--- config.mk ---
export PLATFORM = sky130hd
export DESIGN_NAME = mask_rows_to_span_rectangles_flat
export DESIGN_NICKNAME = d
export VERILOG_FILES = /design/src/rtl/mrsr_pkg.sv /design/src/rtl/mrsr_pixel_if.sv /design/src/rtl/mrsr_rect_if.sv /design/src/rtl/mask_rows_to_span_rectangles.sv /design/src/rtl/mrsr_cfg.sv /design/src/rtl/mrsr_span.sv /design/src/rtl/mrsr_out_buf.sv /design/src/flat_wrapper.sv
export SDC_FILE = /design/constraint.sdc
export NUM_CORES = 1
export LEC_CHECK = 0
export BUFFER_PORTS_ARGS = -buffer_cell sky130_fd_sc_hd__buf_4
export CAP_MARGIN = 10
export CORE_MARGIN = 5
export CORE_UTILIZATION = 30
export DETAILED_ROUTE_END_ITERATION = 10
export HOLD_SLACK_MARGIN = 0.12
export RECOVER_POWER = 100
export SYNTH_ARGS = -nofsm -noshare
export SYNTH_HDL_FRONTEND = slang
export SYNTH_SLANG_ARGS = --single-unit
--- constraint.sdc ---
create_clock -name clk -period 16.1 [get_ports clk]
set_input_delay 4.83 -clock clk [delete_from_list [all_inputs] [get_ports clk]]
set_output_delay 4.83 -clock clk [all_outputs]
set_load 0.03 [all_outputs]
--- src/rtl/mrsr_pkg.sv ---
// Shared constants for the mask span-rectangle extractor.
// No dependencies; other files refer to this package by scoped names.
package mrsr_pkg;

    // Default coordinate width: columns and rows run from 0 to 2**COORD_BITS - 1.
    localparam int COORD_BITS_DEF = 12;

    // Batch counter and batch limit width.
    localparam int COUNT_W = 16;
    localparam logic [COUNT_W-1:0] LIMIT_RESET = 16'd2000;

    // Configuration register indexes.
    localparam int CFG_IDX_W = 2;
    localparam logic [CFG_IDX_W-1:0] CFG_IMAGE_WIDTH  = 2'd0;
    localparam logic [CFG_IDX_W-1:0] CFG_IMAGE_HEIGHT = 2'd1;
    localparam logic [CFG_IDX_W-1:0] CFG_BATCH_LIMIT  = 2'd2;

    // Configuration data is as wide as the widest register.
    function automatic int cfg_data_width(input int coord_bits);
        return (coord_bits + 1 > COUNT_W) ? coord_bits + 1 : COUNT_W;
    endfunction

endpackage

--- src/rtl/mrsr_pixel_if.sv ---
// Input channel of the span extractor: one mask pixel per transfer.
// Depends on nothing beyond the valid/ready handshake it carries.
interface mrsr_pixel_if;
    logic valid;
    logic ready;
    logic pixel_set;

    modport source (output valid, output pixel_set, input ready);
    modport sink (input valid, input pixel_set, output ready);
endinterface

--- src/rtl/mrsr_rect_if.sv ---
// Result channel of the span extractor: one span rectangle and batch box per transfer.
// Field widths follow COORD_BITS; defaults come from mrsr_pkg.
interface mrsr_rect_if #(
    parameter int COORD_BITS = mrsr_pkg::COORD_BITS_DEF
);
    logic                        valid;
    logic                        ready;
    logic                        rect_valid;
    logic [COORD_BITS-1:0]       rect_left;
    logic [COORD_BITS-1:0]       rect_row;
    logic [COORD_BITS:0]         rect_right;
    logic                        batch_end;
    logic                        image_end;
    logic [COORD_BITS:0]         bound_left;
    logic [COORD_BITS:0]         bound_top;
    logic [COORD_BITS:0]         bound_right;
    logic [COORD_BITS:0]         bound_bottom;
    logic [mrsr_pkg::COUNT_W-1:0] rects_in_batch;

    modport source (
        output valid, output rect_valid, output rect_left, output rect_row,
        output rect_right, output batch_end, output image_end, output bound_left,
        output bound_top, output bound_right, output bound_bottom,
        output rects_in_batch, input ready
    );
    modport sink (
        input valid, input rect_valid, input rect_left, input rect_row,
        input rect_right, input batch_end, input image_end, input bound_left,
        input bound_top, input bound_right, input bound_bottom,
        input rects_in_batch, output ready
    );
endinterface

--- src/rtl/mask_rows_to_span_rectangles.sv ---
// Mask span-rectangle extractor. Takes one mask pixel per cycle in row-major order, while
// the result buffer has room, and reports each horizontal run of opaque pixels as a one-row
// rectangle, together with the running batch bounding box and count; a result also marks the
// last pixel of the image. Between the position/box state registers and the result register
// the tracking logic is a handful of compares and increments; each result lands in the result
// register, or in the skid entry while that register is full. The result register plus the
// skid entry decouple the two sides, so pixels keep flowing while one result waits; the input
// only stalls once both are full. Configuration writes take effect on the next cycle.
// Depends on mrsr_pkg, mrsr_pixel_if, mrsr_rect_if, mrsr_cfg, mrsr_span and mrsr_out_buf.
module mask_rows_to_span_rectangles #(
    parameter int COORD_BITS = mrsr_pkg::COORD_BITS_DEF,
    parameter int CFG_W      = mrsr_pkg::cfg_data_width(COORD_BITS)
) (
    input  logic                           clk,
    input  logic                           rst_n,
    mrsr_pixel_if.sink                     mask,
    mrsr_rect_if.source                    spans,
    input  logic                           cfg_we,
    input  logic [mrsr_pkg::CFG_IDX_W-1:0] cfg_index,
    input  logic [CFG_W-1:0]               cfg_data
);

    localparam int BW    = COORD_BITS + 1;
    localparam int RES_W = 3 + 2 * COORD_BITS + 5 * BW + mrsr_pkg::COUNT_W;

    logic [COORD_BITS-1:0]        last_col;
    logic [COORD_BITS-1:0]        last_row;
    logic [mrsr_pkg::COUNT_W-1:0] limit;

    logic                         step;
    logic                         has_result;
    logic                         rect_valid;
    logic [COORD_BITS-1:0]        rect_left;
    logic [COORD_BITS-1:0]        rect_row;
    logic [BW-1:0]                rect_right;
    logic                         batch_end;
    logic                         image_end;
    logic [BW-1:0]                bound_left;
    logic [BW-1:0]                bound_top;
    logic [BW-1:0]                bound_right;
    logic [BW-1:0]                bound_bottom;
    logic [mrsr_pkg::COUNT_W-1:0] rects_in_batch;

    logic [RES_W-1:0]             res_in;
    logic [RES_W-1:0]             res_out;
    logic                         buf_ready;

    mrsr_cfg #(
        .COORD_BITS (COORD_BITS),
        .CFG_W      (CFG_W)
    ) u_cfg (
        .clk       (clk),
        .rst_n     (rst_n),
        .cfg_we    (cfg_we),
        .cfg_index (cfg_index),
        .cfg_data  (cfg_data),
        .last_col  (last_col),
        .last_row  (last_row),
        .limit     (limit)
    );

    assign mask.ready = buf_ready;
    assign step       = mask.valid && buf_ready;

    mrsr_span #(
        .COORD_BITS (COORD_BITS)
    ) u_span (
        .clk            (clk),
        .rst_n          (rst_n),
        .step           (step),
        .pixel_set      (mask.pixel_set),
        .last_col       (last_col),
        .last_row       (last_row),
        .limit          (limit),
        .has_result     (has_result),
        .rect_valid     (rect_valid),
        .rect_left      (rect_left),
        .rect_row       (rect_row),
        .rect_right     (rect_right),
        .batch_end      (batch_end),
        .image_end      (image_end),
        .bound_left     (bound_left),
        .bound_top      (bound_top),
        .bound_right    (bound_right),
        .bound_bottom   (bound_bottom),
        .rects_in_batch (rects_in_batch)
    );

    assign res_in = {rect_valid, rect_left, rect_row, rect_right, batch_end, image_end,
                     bound_left, bound_top, bound_right, bound_bottom, rects_in_batch};

    mrsr_out_buf #(
        .WIDTH (RES_W)
    ) u_out_buf (
        .clk        (clk),
        .rst_n      (rst_n),
        .push       (step && has_result),
        .push_data  (res_in),
        .push_ready (buf_ready),
        .out_valid  (spans.valid),
        .out_ready  (spans.ready),
        .out_data   (res_out)
    );

    assign {spans.rect_valid, spans.rect_left, spans.rect_row, spans.rect_right,
            spans.batch_end, spans.image_end, spans.bound_left, spans.bound_top,
            spans.bound_right, spans.bound_bottom, spans.rects_in_batch} = res_out;

endmodule

--- src/rtl/mrsr_cfg.sv ---
// Configuration registers of the span extractor.
// Stores the last column, last row and effective batch limit, clamped at write time.
module mrsr_cfg #(
    parameter int COORD_BITS = mrsr_pkg::COORD_BITS_DEF,
    parameter int CFG_W      = mrsr_pkg::cfg_data_width(COORD_BITS)
) (
    input  logic                             clk,
    input  logic                             rst_n,
    input  logic                             cfg_we,
    input  logic [mrsr_pkg::CFG_IDX_W-1:0]   cfg_index,
    input  logic [CFG_W-1:0]                 cfg_data,
    output logic [COORD_BITS-1:0]            last_col,
    output logic [COORD_BITS-1:0]            last_row,
    output logic [mrsr_pkg::COUNT_W-1:0]     limit
);

    localparam int DIM_W = COORD_BITS + 1;
    localparam logic [DIM_W-1:0] SPAN = DIM_W'(1) << COORD_BITS;

    logic [DIM_W-1:0]              dim;
    logic [DIM_W-1:0]              dim_m1;
    logic [COORD_BITS-1:0]         last_idx;
    logic [mrsr_pkg::COUNT_W-1:0]  lim_in;
    logic [COORD_BITS-1:0]         last_col_reg, last_col_next;
    logic [COORD_BITS-1:0]         last_row_reg, last_row_next;
    logic [mrsr_pkg::COUNT_W-1:0]  limit_reg, limit_next;

    // A dimension of zero acts as one, and one beyond the coordinate range acts as the range.
    assign dim    = cfg_data[DIM_W-1:0];
    assign dim_m1 = dim - DIM_W'(1);
    assign lim_in = cfg_data[mrsr_pkg::COUNT_W-1:0];

    always_comb
    begin
        if (dim == '0)
        begin
            last_idx = '0;
        end
        else if (dim > SPAN)
        begin
            last_idx = '1;
        end
        else
        begin
            last_idx = dim_m1[COORD_BITS-1:0];
        end
    end

    always_comb
    begin
        last_col_next = last_col_reg;
        last_row_next = last_row_reg;
        limit_next    = limit_reg;
        if (cfg_we)
        begin
            unique case (cfg_index)
                mrsr_pkg::CFG_IMAGE_WIDTH:  last_col_next = last_idx;
                mrsr_pkg::CFG_IMAGE_HEIGHT: last_row_next = last_idx;
                mrsr_pkg::CFG_BATCH_LIMIT:
                begin
                    limit_next = (lim_in == '0) ? mrsr_pkg::COUNT_W'(1) : lim_in;
                end
                default:
                begin
                    limit_next = limit_reg;
                end
            endcase
        end
    end

    always_ff @(posedge clk or negedge rst_n)
    begin
        if (!rst_n)
        begin
            last_col_reg <= '0;
            last_row_reg <= '0;
            limit_reg    <= mrsr_pkg::LIMIT_RESET;
        end
        else
        begin
            last_col_reg <= last_col_next;
            last_row_reg <= last_row_next;
            limit_reg    <= limit_next;
        end
    end

    assign last_col = last_col_reg;
    assign last_row = last_row_reg;
    assign limit    = limit_reg;

endmodule

--- src/rtl/mrsr_span.sv ---
// Span tracking core: position, open run, batch bounding box and count.
// Produces one result per pixel transfer that closes a run or ends the image.
module mrsr_span #(
    parameter int COORD_BITS = mrsr_pkg::COORD_BITS_DEF
) (
    input  logic                          clk,
    input  logic                          rst_n,
    input  logic                          step,
    input  logic                          pixel_set,
    input  logic [COORD_BITS-1:0]         last_col,
    input  logic [COORD_BITS-1:0]         last_row,
    input  logic [mrsr_pkg::COUNT_W-1:0]  limit,
    output logic                          has_result,
    output logic                          rect_valid,
    output logic [COORD_BITS-1:0]         rect_left,
    output logic [COORD_BITS-1:0]         rect_row,
    output logic [COORD_BITS:0]           rect_right,
    output logic                          batch_end,
    output logic                          image_end,
    output logic [COORD_BITS:0]           bound_left,
    output logic [COORD_BITS:0]           bound_top,
    output logic [COORD_BITS:0]           bound_right,
    output logic [COORD_BITS:0]           bound_bottom,
    output logic [mrsr_pkg::COUNT_W-1:0]  rects_in_batch
);

    localparam int BW = COORD_BITS + 1;
    localparam logic [BW-1:0] SPAN = BW'(1) << COORD_BITS;

    logic [COORD_BITS-1:0]        col_reg, col_next;
    logic [COORD_BITS-1:0]        row_reg, row_next;
    logic                         open_reg, open_next;
    logic [COORD_BITS-1:0]        start_reg, start_next;
    logic [BW-1:0]                left_reg, left_next;
    logic [BW-1:0]                top_reg, top_next;
    logic [BW-1:0]                right_reg, right_next;
    logic [BW-1:0]                bottom_reg, bottom_next;
    logic [mrsr_pkg::COUNT_W-1:0] count_reg, count_next;

    logic                         at_last_col;
    logic                         at_last_row;
    logic                         img_end;
    logic                         rect;
    logic [COORD_BITS-1:0]        span_left;
    logic [BW-1:0]                span_right;
    logic [BW-1:0]                row_ext;
    logic [BW-1:0]                row_below;
    logic [BW-1:0]                box_left;
    logic [BW-1:0]                box_top;
    logic [BW-1:0]                box_right;
    logic [BW-1:0]                box_bottom;
    logic [mrsr_pkg::COUNT_W-1:0] count_inc;
    logic                         bend;

    // A position left past the last column or row by a smaller mid-image size counts as the last.
    assign at_last_col = col_reg >= last_col;
    assign at_last_row = row_reg >= last_row;
    assign img_end     = at_last_col && at_last_row;

    assign rect       = pixel_set ? at_last_col : open_reg;
    assign span_left  = open_reg ? start_reg : col_reg;
    assign span_right = {1'b0, col_reg} + (pixel_set ? BW'(1) : BW'(0));
    assign row_ext    = {1'b0, row_reg};
    assign row_below  = row_ext + BW'(1);

    assign box_left   = ({1'b0, span_left} < left_reg) ? {1'b0, span_left} : left_reg;
    assign box_top    = (row_ext < top_reg) ? row_ext : top_reg;
    assign box_right  = (span_right > right_reg) ? span_right : right_reg;
    assign box_bottom = (row_below > bottom_reg) ? row_below : bottom_reg;
    assign count_inc  = count_reg + mrsr_pkg::COUNT_W'(1);
    assign bend       = rect && (count_inc >= limit);

    assign has_result     = rect || img_end;
    assign rect_valid     = rect;
    assign rect_left      = rect ? span_left : '0;
    assign rect_row       = rect ? row_reg : '0;
    assign rect_right     = rect ? span_right : '0;
    assign batch_end      = bend;
    assign image_end      = img_end;
    assign bound_left     = rect ? box_left : left_reg;
    assign bound_top      = rect ? box_top : top_reg;
    assign bound_right    = rect ? box_right : right_reg;
    assign bound_bottom   = rect ? box_bottom : bottom_reg;
    assign rects_in_batch = rect ? count_inc : count_reg;

    always_comb
    begin
        col_next    = col_reg;
        row_next    = row_reg;
        open_next   = open_reg;
        start_next  = start_reg;
        left_next   = left_reg;
        top_next    = top_reg;
        right_next  = right_reg;
        bottom_next = bottom_reg;
        count_next  = count_reg;
        if (step)
        begin
            open_next = pixel_set && !at_last_col;
            if (pixel_set && !open_reg)
            begin
                start_next = col_reg;
            end

            if (bend || img_end)
            begin
                left_next   = SPAN;
                top_next    = SPAN;
                right_next  = '0;
                bottom_next = '0;
                count_next  = '0;
            end
            else if (rect)
            begin
                left_next   = box_left;
                top_next    = box_top;
                right_next  = box_right;
                bottom_next = box_bottom;
                count_next  = count_inc;
            end

            if (at_last_col)
            begin
                col_next = '0;
                row_next = at_last_row ? '0 : row_below[COORD_BITS-1:0];
            end
            else
            begin
                col_next = col_reg + COORD_BITS'(1);
            end
        end
    end

    always_ff @(posedge clk or negedge rst_n)
    begin
        if (!rst_n)
        begin
            col_reg    <= '0;
            row_reg    <= '0;
            open_reg   <= 1'b0;
            start_reg  <= '0;
            left_reg   <= SPAN;
            top_reg    <= SPAN;
            right_reg  <= '0;
            bottom_reg <= '0;
            count_reg  <= '0;
        end
        else
        begin
            col_reg    <= col_next;
            row_reg    <= row_next;
            open_reg   <= open_next;
            start_reg  <= start_next;
            left_reg   <= left_next;
            top_reg    <= top_next;
            right_reg  <= right_next;
            bottom_reg <= bottom_next;
            count_reg  <= count_next;
        end
    end

endmodule

--- src/rtl/mrsr_out_buf.sv ---
// Result register with a skid entry; the input side is held only while the skid entry is occupied.
// Generic over the payload width; no package dependencies.
module mrsr_out_buf #(
    parameter int WIDTH = 8
) (
    input  logic             clk,
    input  logic             rst_n,
    input  logic             push,
    input  logic [WIDTH-1:0] push_data,
    output logic             push_ready,
    output logic             out_valid,
    input  logic             out_ready,
    output logic [WIDTH-1:0] out_data
);

    logic             main_valid_reg, main_valid_next;
    logic             skid_valid_reg, skid_valid_next;
    logic [WIDTH-1:0] main_data_reg, main_data_next;
    logic [WIDTH-1:0] skid_data_reg, skid_data_next;
    logic             pop;

    assign pop        = main_valid_reg && out_ready;
    assign push_ready = !skid_valid_reg;

    always_comb
    begin
        main_valid_next = main_valid_reg;
        skid_valid_next = skid_valid_reg;
        main_data_next  = main_data_reg;
        skid_data_next  = skid_data_reg;
        if (skid_valid_reg)
        begin
            // No push can arrive while the skid entry is occupied.
            if (pop)
            begin
                main_data_next  = skid_data_reg;
                skid_valid_next = 1'b0;
            end
        end
        else if (push)
        begin
            if (!main_valid_reg || pop)
            begin
                main_data_next  = push_data;
                main_valid_next = 1'b1;
            end
            else
            begin
                skid_data_next  = push_data;
                skid_valid_next = 1'b1;
            end
        end
        else if (pop)
        begin
            main_valid_next = 1'b0;
        end
    end

    always_ff @(posedge clk or negedge rst_n)
    begin
        if (!rst_n)
        begin
            main_valid_reg <= 1'b0;
            skid_valid_reg <= 1'b0;
        end
        else
        begin
            main_valid_reg <= main_valid_next;
            skid_valid_reg <= skid_valid_next;
        end
    end

    always_ff @(posedge clk)
    begin
        main_data_reg <= main_data_next;
        skid_data_reg <= skid_data_next;
    end

    assign out_valid = main_valid_reg;
    assign out_data  = main_data_reg;

endmodule
--- src/flat_wrapper.sv ---
// flat-port wrapper written by rule: the top's interface ports become plain ports
module mask_rows_to_span_rectangles_flat 
#(
    parameter int COORD_BITS = mrsr_pkg::COORD_BITS_DEF,
    parameter int CFG_W      = mrsr_pkg::cfg_data_width(COORD_BITS)
)
  (clk, rst_n, cfg_we, cfg_index, cfg_data, mask_valid, mask_pixel_set, mask_ready, spans_valid, spans_rect_valid, spans_rect_left, spans_rect_row, spans_rect_right, spans_batch_end, spans_image_end, spans_bound_left, spans_bound_top, spans_bound_right, spans_bound_bottom, spans_rects_in_batch, spans_ready);
  mrsr_pixel_if mask_i ();
  mrsr_rect_if #(.COORD_BITS(COORD_BITS)) spans_i ();
  input  logic clk;
  input  logic rst_n;
  input  logic cfg_we;
  input  logic [mrsr_pkg::CFG_IDX_W-1:0] cfg_index;
  input  logic [CFG_W-1:0] cfg_data;
  input wire logic [$bits(mask_i.valid)-1:0] mask_valid;
  input wire logic [$bits(mask_i.pixel_set)-1:0] mask_pixel_set;
  output wire logic [$bits(mask_i.ready)-1:0] mask_ready;
  output wire logic [$bits(spans_i.valid)-1:0] spans_valid;
  output wire logic [$bits(spans_i.rect_valid)-1:0] spans_rect_valid;
  output wire logic [$bits(spans_i.rect_left)-1:0] spans_rect_left;
  output wire logic [$bits(spans_i.rect_row)-1:0] spans_rect_row;
  output wire logic [$bits(spans_i.rect_right)-1:0] spans_rect_right;
  output wire logic [$bits(spans_i.batch_end)-1:0] spans_batch_end;
  output wire logic [$bits(spans_i.image_end)-1:0] spans_image_end;
  output wire logic [$bits(spans_i.bound_left)-1:0] spans_bound_left;
  output wire logic [$bits(spans_i.bound_top)-1:0] spans_bound_top;
  output wire logic [$bits(spans_i.bound_right)-1:0] spans_bound_right;
  output wire logic [$bits(spans_i.bound_bottom)-1:0] spans_bound_bottom;
  output wire logic [$bits(spans_i.rects_in_batch)-1:0] spans_rects_in_batch;
  input wire logic [$bits(spans_i.ready)-1:0] spans_ready;
  assign mask_i.valid = mask_valid;
  assign mask_i.pixel_set = mask_pixel_set;
  assign mask_ready = mask_i.ready;
  assign spans_valid = spans_i.valid;
  assign spans_rect_valid = spans_i.rect_valid;
  assign spans_rect_left = spans_i.rect_left;
  assign spans_rect_row = spans_i.rect_row;
  assign spans_rect_right = spans_i.rect_right;
  assign spans_batch_end = spans_i.batch_end;
  assign spans_image_end = spans_i.image_end;
  assign spans_bound_left = spans_i.bound_left;
  assign spans_bound_top = spans_i.bound_top;
  assign spans_bound_right = spans_i.bound_right;
  assign spans_bound_bottom = spans_i.bound_bottom;
  assign spans_rects_in_batch = spans_i.rects_in_batch;
  assign spans_i.ready = spans_ready;
  mask_rows_to_span_rectangles #(.COORD_BITS(COORD_BITS), .CFG_W(CFG_W)) u_core (.clk(clk), .rst_n(rst_n), .mask(mask_i), .spans(spans_i), .cfg_we(cfg_we), .cfg_index(cfg_index), .cfg_data(cfg_data));
endmodule
==> flow_summary.ini, run 1 <==
[finish]
drive_gt1_share_pct = 13.3
area_growth_syn_to_layout_pct = 13.3
final_nets = 1719
final_util_pct = 34.2

[cts]
clkSinkCount = 363
cts-root-buf = clkbuf_16
cts_tree = built
clk_path_buf_depth = 3
cts_setup_buffers = 0
clk_pin_slew_worst_paths_ns = 0.06
h-tree-depth = 2
numCtsBuffers = 39
clkLatencyLatePin_ns = 0.56
hold_buffers = 0
cts.repair.resized = 0

[floorplanning]
die_w_um = 256
rows = 90
initial_utilization_pct = 30.2
dieArea_um2 = 65600
boundaryPins = 134
coreArea_um2 = 60100
die_h_um = 256

[place]
dp_worst_setup_slack_ns = 7.46
hpwl_um = 30900
port_buffers = 133
gp_congestion = 0.855

[synthesis]
syn_inst = 1483
yosys_warnings = 0
syn-cell-area_um2 = 18200
synth-main-ff-cell = edfxtp_1
ys_ff_latch = 363
synth_cell_types = 61
synthXorXnorAreaFrac_pct = 3.09
synth-simple-area-share_pct = 9.16
yosysTopAreaCell = edfxtp_1
ys_seq_area_share_pct = 56.0
avgSynthCellArea_um2 = 12.2
synth-async-reset-ratio_pct = 40.5
synth_edf_count = 216
synth-compound-area-share_pct = 9.32
synth_top_family_by_area = multiplexers
yosys.area_share.adder_pct = 6.54
syn_nets = 1602
synth_top_area_share_pct = 35.7
synth_area_leaders = edfxtp_1 (36%), dfrtp_1 (19%), mux2_2 (9.0%)
synthMuxAreaShare_pct = 11.8

[worst_setup_path]
cp_max_fo = 70
cp.required_ns = 16.27
worstPathArrival_ns = 10.74
crit_type = input pin to register
crit_path_start_kind = input pin
crit_path_end_kind = register
rrSetupSlack_ns = 9.28

[timing]
slew_headroom_pct = -191
holdWs_ns = 0.478
period_minus_slack_ns = 10.56
setup_viol = 0
setup_ws_ns = 5.54
period_share_pct = 65.6
worst_pin_slew_ns = 4.37
timing.fmax_ghz = 0.0947
hold_viol = 0
fin_worst_skew_ns = 0.0127
fin_tns_setup_ns = 0
rsz0062_at_grt = no
final-max-slew-violation-count = 456

[run]
drv_cap = 11

[grt]
grt_antenna_before_repair = 1
grt_max_degree = 78
grt_pass1_vias = 11900
overflow = 0
grtUsageTotal_pct = 13.1
grt_pass1_wl_um = 69100

[route]
drt-initial-drc-count = 691
routedWlPerCell_um = 18.5
dr.pass1.iters = 6
via_per_inst = 4.87
antenna_left = 0
detailroute.via_count = 11800
drc_errors = 0
routed_wl_um = 44600

[power]
p_total_mw = 2.52
p_per_area_nw_per_um2 = 123
p_leak_nw = 8.32
peakVddDrop_uv = 59.0

[status]
run_status = complete, but fails checks
violations = max-capacitance violations, max-slew violations

[min_path]
hold_class = register to register
logic make-up after synthesis:
group	count (synthesis)
compound gates	256
mux	181
xor+xnor	64
fa+ha+maj	95
buf+inv	178
simple gates	346
flops	363
stage by stage:
stage	instance area, um^2	std cells
finish	20600	2413
global route	20600	2413
CTS	21200	2412
detailed placement	19900	2341
global placement	19900	2341
floorplan	18200	1483
layout make-up:
type / count / area, um^2
clock inverters: 21 / 179
multi-input cells: 942 / 7080
diodes: 1 / 2.50
repair buffers: 150 / 664
well taps: 782 / 978
flip-flops and latches: 363 / 10200
fillers: 6109 / 39600
inverters: 104 / 393
clock buffers: 50 / 1100
power breakdown:
part	switching, mW	leakage, nW	internal [mW]	total, mW
Sequential	0.0687	3.77	1.09	1.16
Combinational	0.277	3.91	0.187	0.465
Clock	0.384	0.640	0.519	0.903
Total	0.730	8.32	1.79	2.52
layer usage:
metal | GRT usage (%) | wire length [um]
met3 | 2.49 | 1900
met1 | 17.7 | 21100
met5 | 0 | 0
met2 | 21.5 | 20500
met4 | 3.78 | 1090
layout by cell type, fill, tap and decap left out, types with 7 or more instances in the layout:
cell / count
xor2_1: 33
a21oi_1: 50
mux2_1: 67
mux2_2: 107
o21ai_0: 94
and4_1: 7
buf_4: 27
clkbuf_1: 128
dfstp_2: 8
xnor2_1: 31
clkinv_2: 13
nand4_1: 9
dfrtp_1: 139
a211oi_1: 15
nor3_1: 7
and2_0: 40
o211ai_1: 8
nor2b_1: 9
nand3_1: 41
and3_1: 14
ha_1: 95
nor2_1: 73
a21o_1: 10
nand2_1: 120
o31ai_1: 9
a22o_1: 39
clkbuf_16: 42
edfxtp_1: 216
inv_1: 102
cell usage after synthesis (4+ instances only):
library cell and instances:
a211oi_1 13, a21oi_1 50, nand2_1 120, and4_1 7, o31ai_1 9, and2_1 42, inv_1 103, nor4_1 6
mux2_2 145, a22o_1 39, edfxtp_1 216, a21o_1 10, nand3_1 41, mux2_4 31, clkbuf_1 54, buf_6 5
o21a_1 4, dfrtp_1 139, nand4_1 9, o211ai_1 7, nand2b_1 6, o21ai_0 93, dfstp_2 8, buf_2 12
nor3_1 7, xor2_1 33, xnor2_1 31, and3_1 13, nor2b_1 9, nor2_1 73, mux2i_1 5, ha_1 95
critical path, stage by stage:
cell and delay (ns):
clkbuf_1 0.13, nor2b_1 0.14, clkbuf_1 1.35, o21ai_0 0.60, a22oi_1 1.44, clkbuf_1 1.24, buf_4 0.87
path summary, 6_finish.rpt:
path                                                      startpoint                                      end  cells past startpoint
setup / recovery                                          mask_valid  u_core.u_out_buf.out_data[84]$_DFFE_PP_                      7
hold / removal                  u_core.u_cfg.last_col[9]$_DFFE_PN0P_     u_core.u_cfg.last_col[9]$_DFFE_PN0P_                      2
setup reg to reg           u_core.u_out_buf.skid_valid_reg$_DFF_PN0_  u_core.u_out_buf.out_data[84]$_DFFE_PP_                      7
hold reg to reg                 u_core.u_cfg.last_col[9]$_DFFE_PN0P_     u_core.u_cfg.last_col[9]$_DFFE_PN0P_                      2
max in group asynchronous                                      rst_n   u_core.u_span.right_reg[5]$_DFFE_PN0P_                      2
min in group asynchronous                                      rst_n  u_core.u_span.bottom_reg[6]$_DFFE_PN0P_                      1
Power figures use the tool's default switching activity.
==> inputs of run 2 (changes only) <==
==> constraint.sdc (replaced) <==
create_clock -name clk -period 9.8 [get_ports clk]
set_input_delay 2.94 -clock clk [delete_from_list [all_inputs] [get_ports clk]]
set_output_delay 2.94 -clock clk [all_outputs]
set_load 0.03 [all_outputs]
==> run 2 against run 1 <==
Net effect:
- the run still ends with max-capacitance violations, max-slew violations left
- global-route usage shrank 0.18 points
- sequential share of layout area shrank 0.19 points
- critical endpoint is now u_core.u_out_buf.out_data[43]$_DFFE_PP_
- via count shrank 0.97%
- critical path depth grew 2
- cell area grew 0.40%
- worst hold slack gained 0.0011 ns
- utilization grew 0.14 points
- clock power grew 68%
- first-iteration DRC count grew 22%
==> flow_summary.ini, run 2 (same netlist as run 1, synthesis figures left out) <==
[worst_setup_path]
startpoint = mask_pixel_set
crit_path_end_kind = register
worstPathArrival_ns = 8.00
cp.required_ns = 10.09
crit_path_start_kind = input pin
cp_max_fo = 39
rr_startpoint = u_core.u_span.col_reg[2]$_DFFE_PN0P_
crit_type = input pin to register
reg2regPathDepth = 11

[finish]
layout_commonest_cell = edfxtp_1
drive_gt1_share_pct = 14.0
fillers = 6070
area_growth_syn_to_layout_pct = 13.7
diodes = 0
final_util_pct = 34.3
final_nets = 1719
layout_common_cells = edfxtp_1 (216), dfrtp_1 (139), clkbuf_1 (134)

[grt]
grt_antenna_before_repair = 2
grt_pass1_wl_um = 68300
grtUsageTotal_pct = 12.9
grt_pass1_vias = 11700
overflow = 0
grt_max_degree = 76

[route]
antenna_left = 0
via_per_inst = 4.82
routed_wl_um = 43600
routedWlPerCell_um = 18.1
dr.pass1.iters = 4
drt-initial-drc-count = 843
detailroute.via_count = 11600
drc_errors = 0

[floorplanning]
boundaryPins = 134
coreArea_um2 = 60100
dieArea_um2 = 65600
rows = 90
die_h_um = 256
initial_utilization_pct = 30.2
die_w_um = 256

[timing]
period_share_pct = 78.8
worst_pin_slew_ns = 4.17
hold_viol = 0
slew_headroom_pct = -178
fin_worst_skew_ns = 0.0250
holdWs_ns = 0.479
setup_viol = 0
fin_tns_setup_ns = 0
rsz0062_at_grt = no
final-max-slew-violation-count = 289
timing.fmax_ghz = 0.130
period_minus_slack_ns = 7.72

[cts]
clkSinkCount = 363
clkLatencyLatePin_ns = 0.57
cts.repair.resized = 0
cts-root-buf = clkbuf_16
h-tree-depth = 2
hold_buffers = 0
clk_path_buf_depth = 3
cts_tree = built
clk_pin_slew_worst_paths_ns = 0.06
cts_setup_buffers = 0
numCtsBuffers = 40

[place]
port_buffers = 133
gp_congestion = 0.854
hpwl_um = 30500

[status]
violations = max-capacitance violations, max-slew violations
run_status = complete, but fails checks

[power]
p_per_area_nw_per_um2 = 203
p_leak_nw = 8.33
peakVddDrop_uv = 106

[min_path]
hold_depth = 2
hold_class = register to register
hp-start = u_core.u_cfg.last_col[3]$_DFFE_PN0P_

[run]
drv_cap = 7
run 2: cell count changes in the layout (fill, tap and decap cells not counted), moves of 3 or more:
| cell | delta |
|---|---|
| clkinv_2 | -6 |
| mux2_4 | +3 |
| clkbuf_1 | +6 |
| mux2_2 | +8 |
| mux2_1 | -11 |
run 2: worst paths after layout:
kind                                                                 to  slack, ns
worst min register to register     u_core.u_cfg.last_col[3]$_DFFE_PN0P_       0.48
max in group asynchronous       u_core.u_span.right_reg[11]$_DFFE_PN0P_       3.24
worst max register to register  u_core.u_out_buf.out_data[43]$_DFFE_PP_       3.35
worst max-delay path            u_core.u_out_buf.out_data[43]$_DFFE_PP_       2.08
worst min-delay path               u_core.u_cfg.last_col[3]$_DFFE_PN0P_       0.48
min in group asynchronous       u_core.u_span.bottom_reg[8]$_DFFE_PN0P_       3.85
run 2: critical path, cell delays in order:
cell and delay (ns):
clkbuf_1 0.24, mux2i_1 0.23, o21a_1 0.14, clkbuf_1 0.81, clkinvlp_2 1.19, clkbuf_1 0.88, and3_1 0.74, mux2_1 0.50
mux2_2 0.28
run 2: final cells by class:
cell class | count | area [um^2] | share of cell area [%]
sequential | 363 | 10200 | 49.3
multi-input combinational | 942 | 7130 | 34.5
clock buffer | 53 | 1080 | 5.23
tap | 782 | 978 | 4.74
timing repair buffer | 149 | 653 | 3.16
inverter | 104 | 393 | 1.90
clock inverter | 20 | 244 | 1.18
run 2: through the flow:
| step | worst slack [ns] | power [mW] | std cells | cell area, um^2 |
|---|---|---|---|---|
| after floorplan | 1.04 | 2.52 | 1483 | 18200 |
| after global placement | 3.07 | 2.74 | 2340 | 19900 |
| after detailed placement | 2.96 | 2.77 | 2340 | 19900 |
| after CTS | 3.54 | 4.31 | 2413 | 21300 |
| after global routing | 1.63 | 4.43 | 2413 | 20700 |
| final | 2.08 | 4.20 | 2413 | 20700 |
run 2: layer usage:
metal	GRT usage [%]	vias to the layer above	wire, um
met3	2.15	49	1880
met5	0	-	0
li1	-	5564	-
met1	18.2	5766	20700
met4	3.28	0	772
met2	20.8	259	20300
run 2: power by group:
group          total [mW]  switching, mW  internal, mW
Combinational       0.778          0.467         0.311
Clock                1.52          0.631         0.892
Sequential           1.90          0.110          1.79
==> inputs of run 3 (changes only) <==
==> constraint.sdc (replaced) <==
create_clock -name clk -period 8 [get_ports clk]
set_input_delay 2.4 -clock clk [delete_from_list [all_inputs] [get_ports clk]]
set_output_delay 2.4 -clock clk [all_outputs]
set_load 0.03 [all_outputs]
==> run 3 against run 2 <==
Net effect:
- the flow still finishes with violations (max-capacitance violations, max-slew violations)
- sequential cell count stayed put
- cell count hardly changed
- critical endpoint is now u_core.u_out_buf.out_data[18]$_DFFE_PP_
- wire length is 0.91% higher
==> flow_summary.ini, run 3 (same netlist as run 1, synthesis figures left out) <==
[cts]
cts-root-buf = clkbuf_16
cts_setup_buffers = 0
numCtsBuffers = 41
clk_pin_slew_worst_paths_ns = 0.06
h-tree-depth = 2
hold_buffers = 0
clk_path_buf_depth = 3
cts_tree = built
clkLatencyLatePin_ns = 0.56
clkSinkCount = 363
cts.repair.resized = 0

[finish]
instances_no_fill = 2415
area_growth_syn_to_layout_pct = 14.3
final_nets = 1721
diodes = 0
layout_commonest_cell = edfxtp_1
drive_gt1_share_pct = 13.8
layout_common_cells = edfxtp_1 (216), dfrtp_1 (139), clkbuf_1 (126)

[grt]
grtUsageTotal_pct = 13.1
grt_pass1_vias = 11700
grt_max_degree = 78
grt_pass1_wl_um = 69100
overflow = 0
grt_antenna_before_repair = 1

[timing]
final-max-slew-violation-count = 152
fin_tns_setup_ns = 0
period_share_pct = 81.6
setup_viol = 0
period_minus_slack_ns = 6.53
rsz0062_at_grt = no
slew_headroom_pct = -94.0
fin_worst_skew_ns = 0.0207
timing.fmax_ghz = 0.153
worst_pin_slew_ns = 2.89
hold_viol = 0

[worst_setup_path]
path_common_cell = clkbuf_1
crit_path_start_kind = input pin
crit_type = input pin to register
cp.required_ns = 8.22
crit_path_end_kind = register
crit_path_cell_trace = clkbuf_1, nor2b_2, clkbuf_1, o21ai_0, a22oi_1, buf_4
cp_max_fo = 39
cp_slowest_cell = clkbuf_1
slowest_delay_ns = 1.41
worstPathArrival_ns = 6.75

[floorplanning]
rows = 90
initial_utilization_pct = 30.2
die_w_um = 256
boundaryPins = 134
dieArea_um2 = 65600
die_h_um = 256
coreArea_um2 = 60100

[route]
routed_wl_um = 44000
top_layer = met4
wl_met3_um = 2210
routedWlPerCell_um = 18.2
route.met2.wl_um = 20500
met1_length_um = 20400
via_per_inst = 4.86
drc_errors = 0
drt-initial-drc-count = 825
detailroute.via_count = 11700
dr.pass1.iters = 5
antenna_left = 0

[min_path]
hold_class = register to register

[place]
hpwl_um = 30600
gp_congestion = 0.873
port_buffers = 133
dp_cells = 2341

[status]
violations = max-capacitance violations, max-slew violations
run_status = complete, but fails checks

[power]
peakVddDrop_uv = 113
p_total_mw = 5.21
p_leak_nw = 8.41
p_per_area_nw_per_um2 = 251

[run]
drv_cap = 4
==> run 3: cell count changes in the layout (fill, tap and decap cells not counted), moves of 3 or more <==
cell / change
mux2_1: +11
clkbuf_1: -8
clkbuf_16: +3
buf_4: +3
mux2_2: -8
mux2_4: -3
==> run 3: metrics by stage <==
step | cell area [um^2] | util [%] | hold slack, ns | worst slack (ns)
2_1_floorplan | 18200 | - | 0.446 | 1.01
3_3_place_gp | 20000 | 33.2 | 0.464 | 1.79
3_5_place_dp | 20000 | 33.2 | 0.466 | 1.75
4_1_cts | 21400 | 35.5 | 0.475 | 2.31
5_1_grt | 20800 | 34.5 | 0.511 | 1.09
6_report | 20800 | 34.5 | 0.472 | 1.47
==> run 3: final cells by class <==
class / instances / area (um^2)
well taps: 782 / 978
clock buffers: 52 / 1120
fillers: 6043 / 39400
inverters: 104 / 394
flip-flops and latches: 363 / 10200
clock inverters: 22 / 255
multi-input cells: 942 / 7130
repair buffers: 150 / 712
==> run 3: final timing paths <==
path	endpoint	start	slack, ns	depth (start not counted)
max	u_core.u_out_buf.out_data[18]$_DFFE_PP_	mask_valid	1.47	6
min	u_core.u_span.left_reg[12]$_DFFE_PN1P_	u_core.u_span.left_reg[12]$_DFFE_PN1P_	0.47	2
max reg2reg	u_core.u_out_buf.out_data[17]$_DFFE_PP_	u_core.u_span.row_reg[1]$_DFFE_PN0P_	1.77	13
min reg2reg	u_core.u_span.left_reg[12]$_DFFE_PN1P_	u_core.u_span.left_reg[12]$_DFFE_PN1P_	0.47	2
max in group asynchronous	u_core.u_span.top_reg[1]$_DFFE_PN0P_	rst_n	4.64	2
min in group asynchronous	u_core.u_span.bottom_reg[7]$_DFFE_PN0P_	rst_n	1.89	1
==> run 3: critical path: cells and delay by family <==
| kind | cells | cell delay [ns] |
|---|---|---|
| buf+inv | 3 | 2.02 |
| simple gates | 1 | 0.16 |
| compound gates | 2 | 2.14 |
==> run 3: report_power, final <==
group,internal [mW],total [mW],switching [mW]
logic,0.384,0.953,0.569
registers,2.19,2.33,0.138
clock network,1.16,1.93,0.775
total,3.73,5.21,1.48
==> run 3: per-layer routing <==
metal,vias up,track usage [%]
li1,5575,-
met1,5803,17.9
met2,305,21.4
met3,52,2.55
met4,0,3.46
met5,-,0
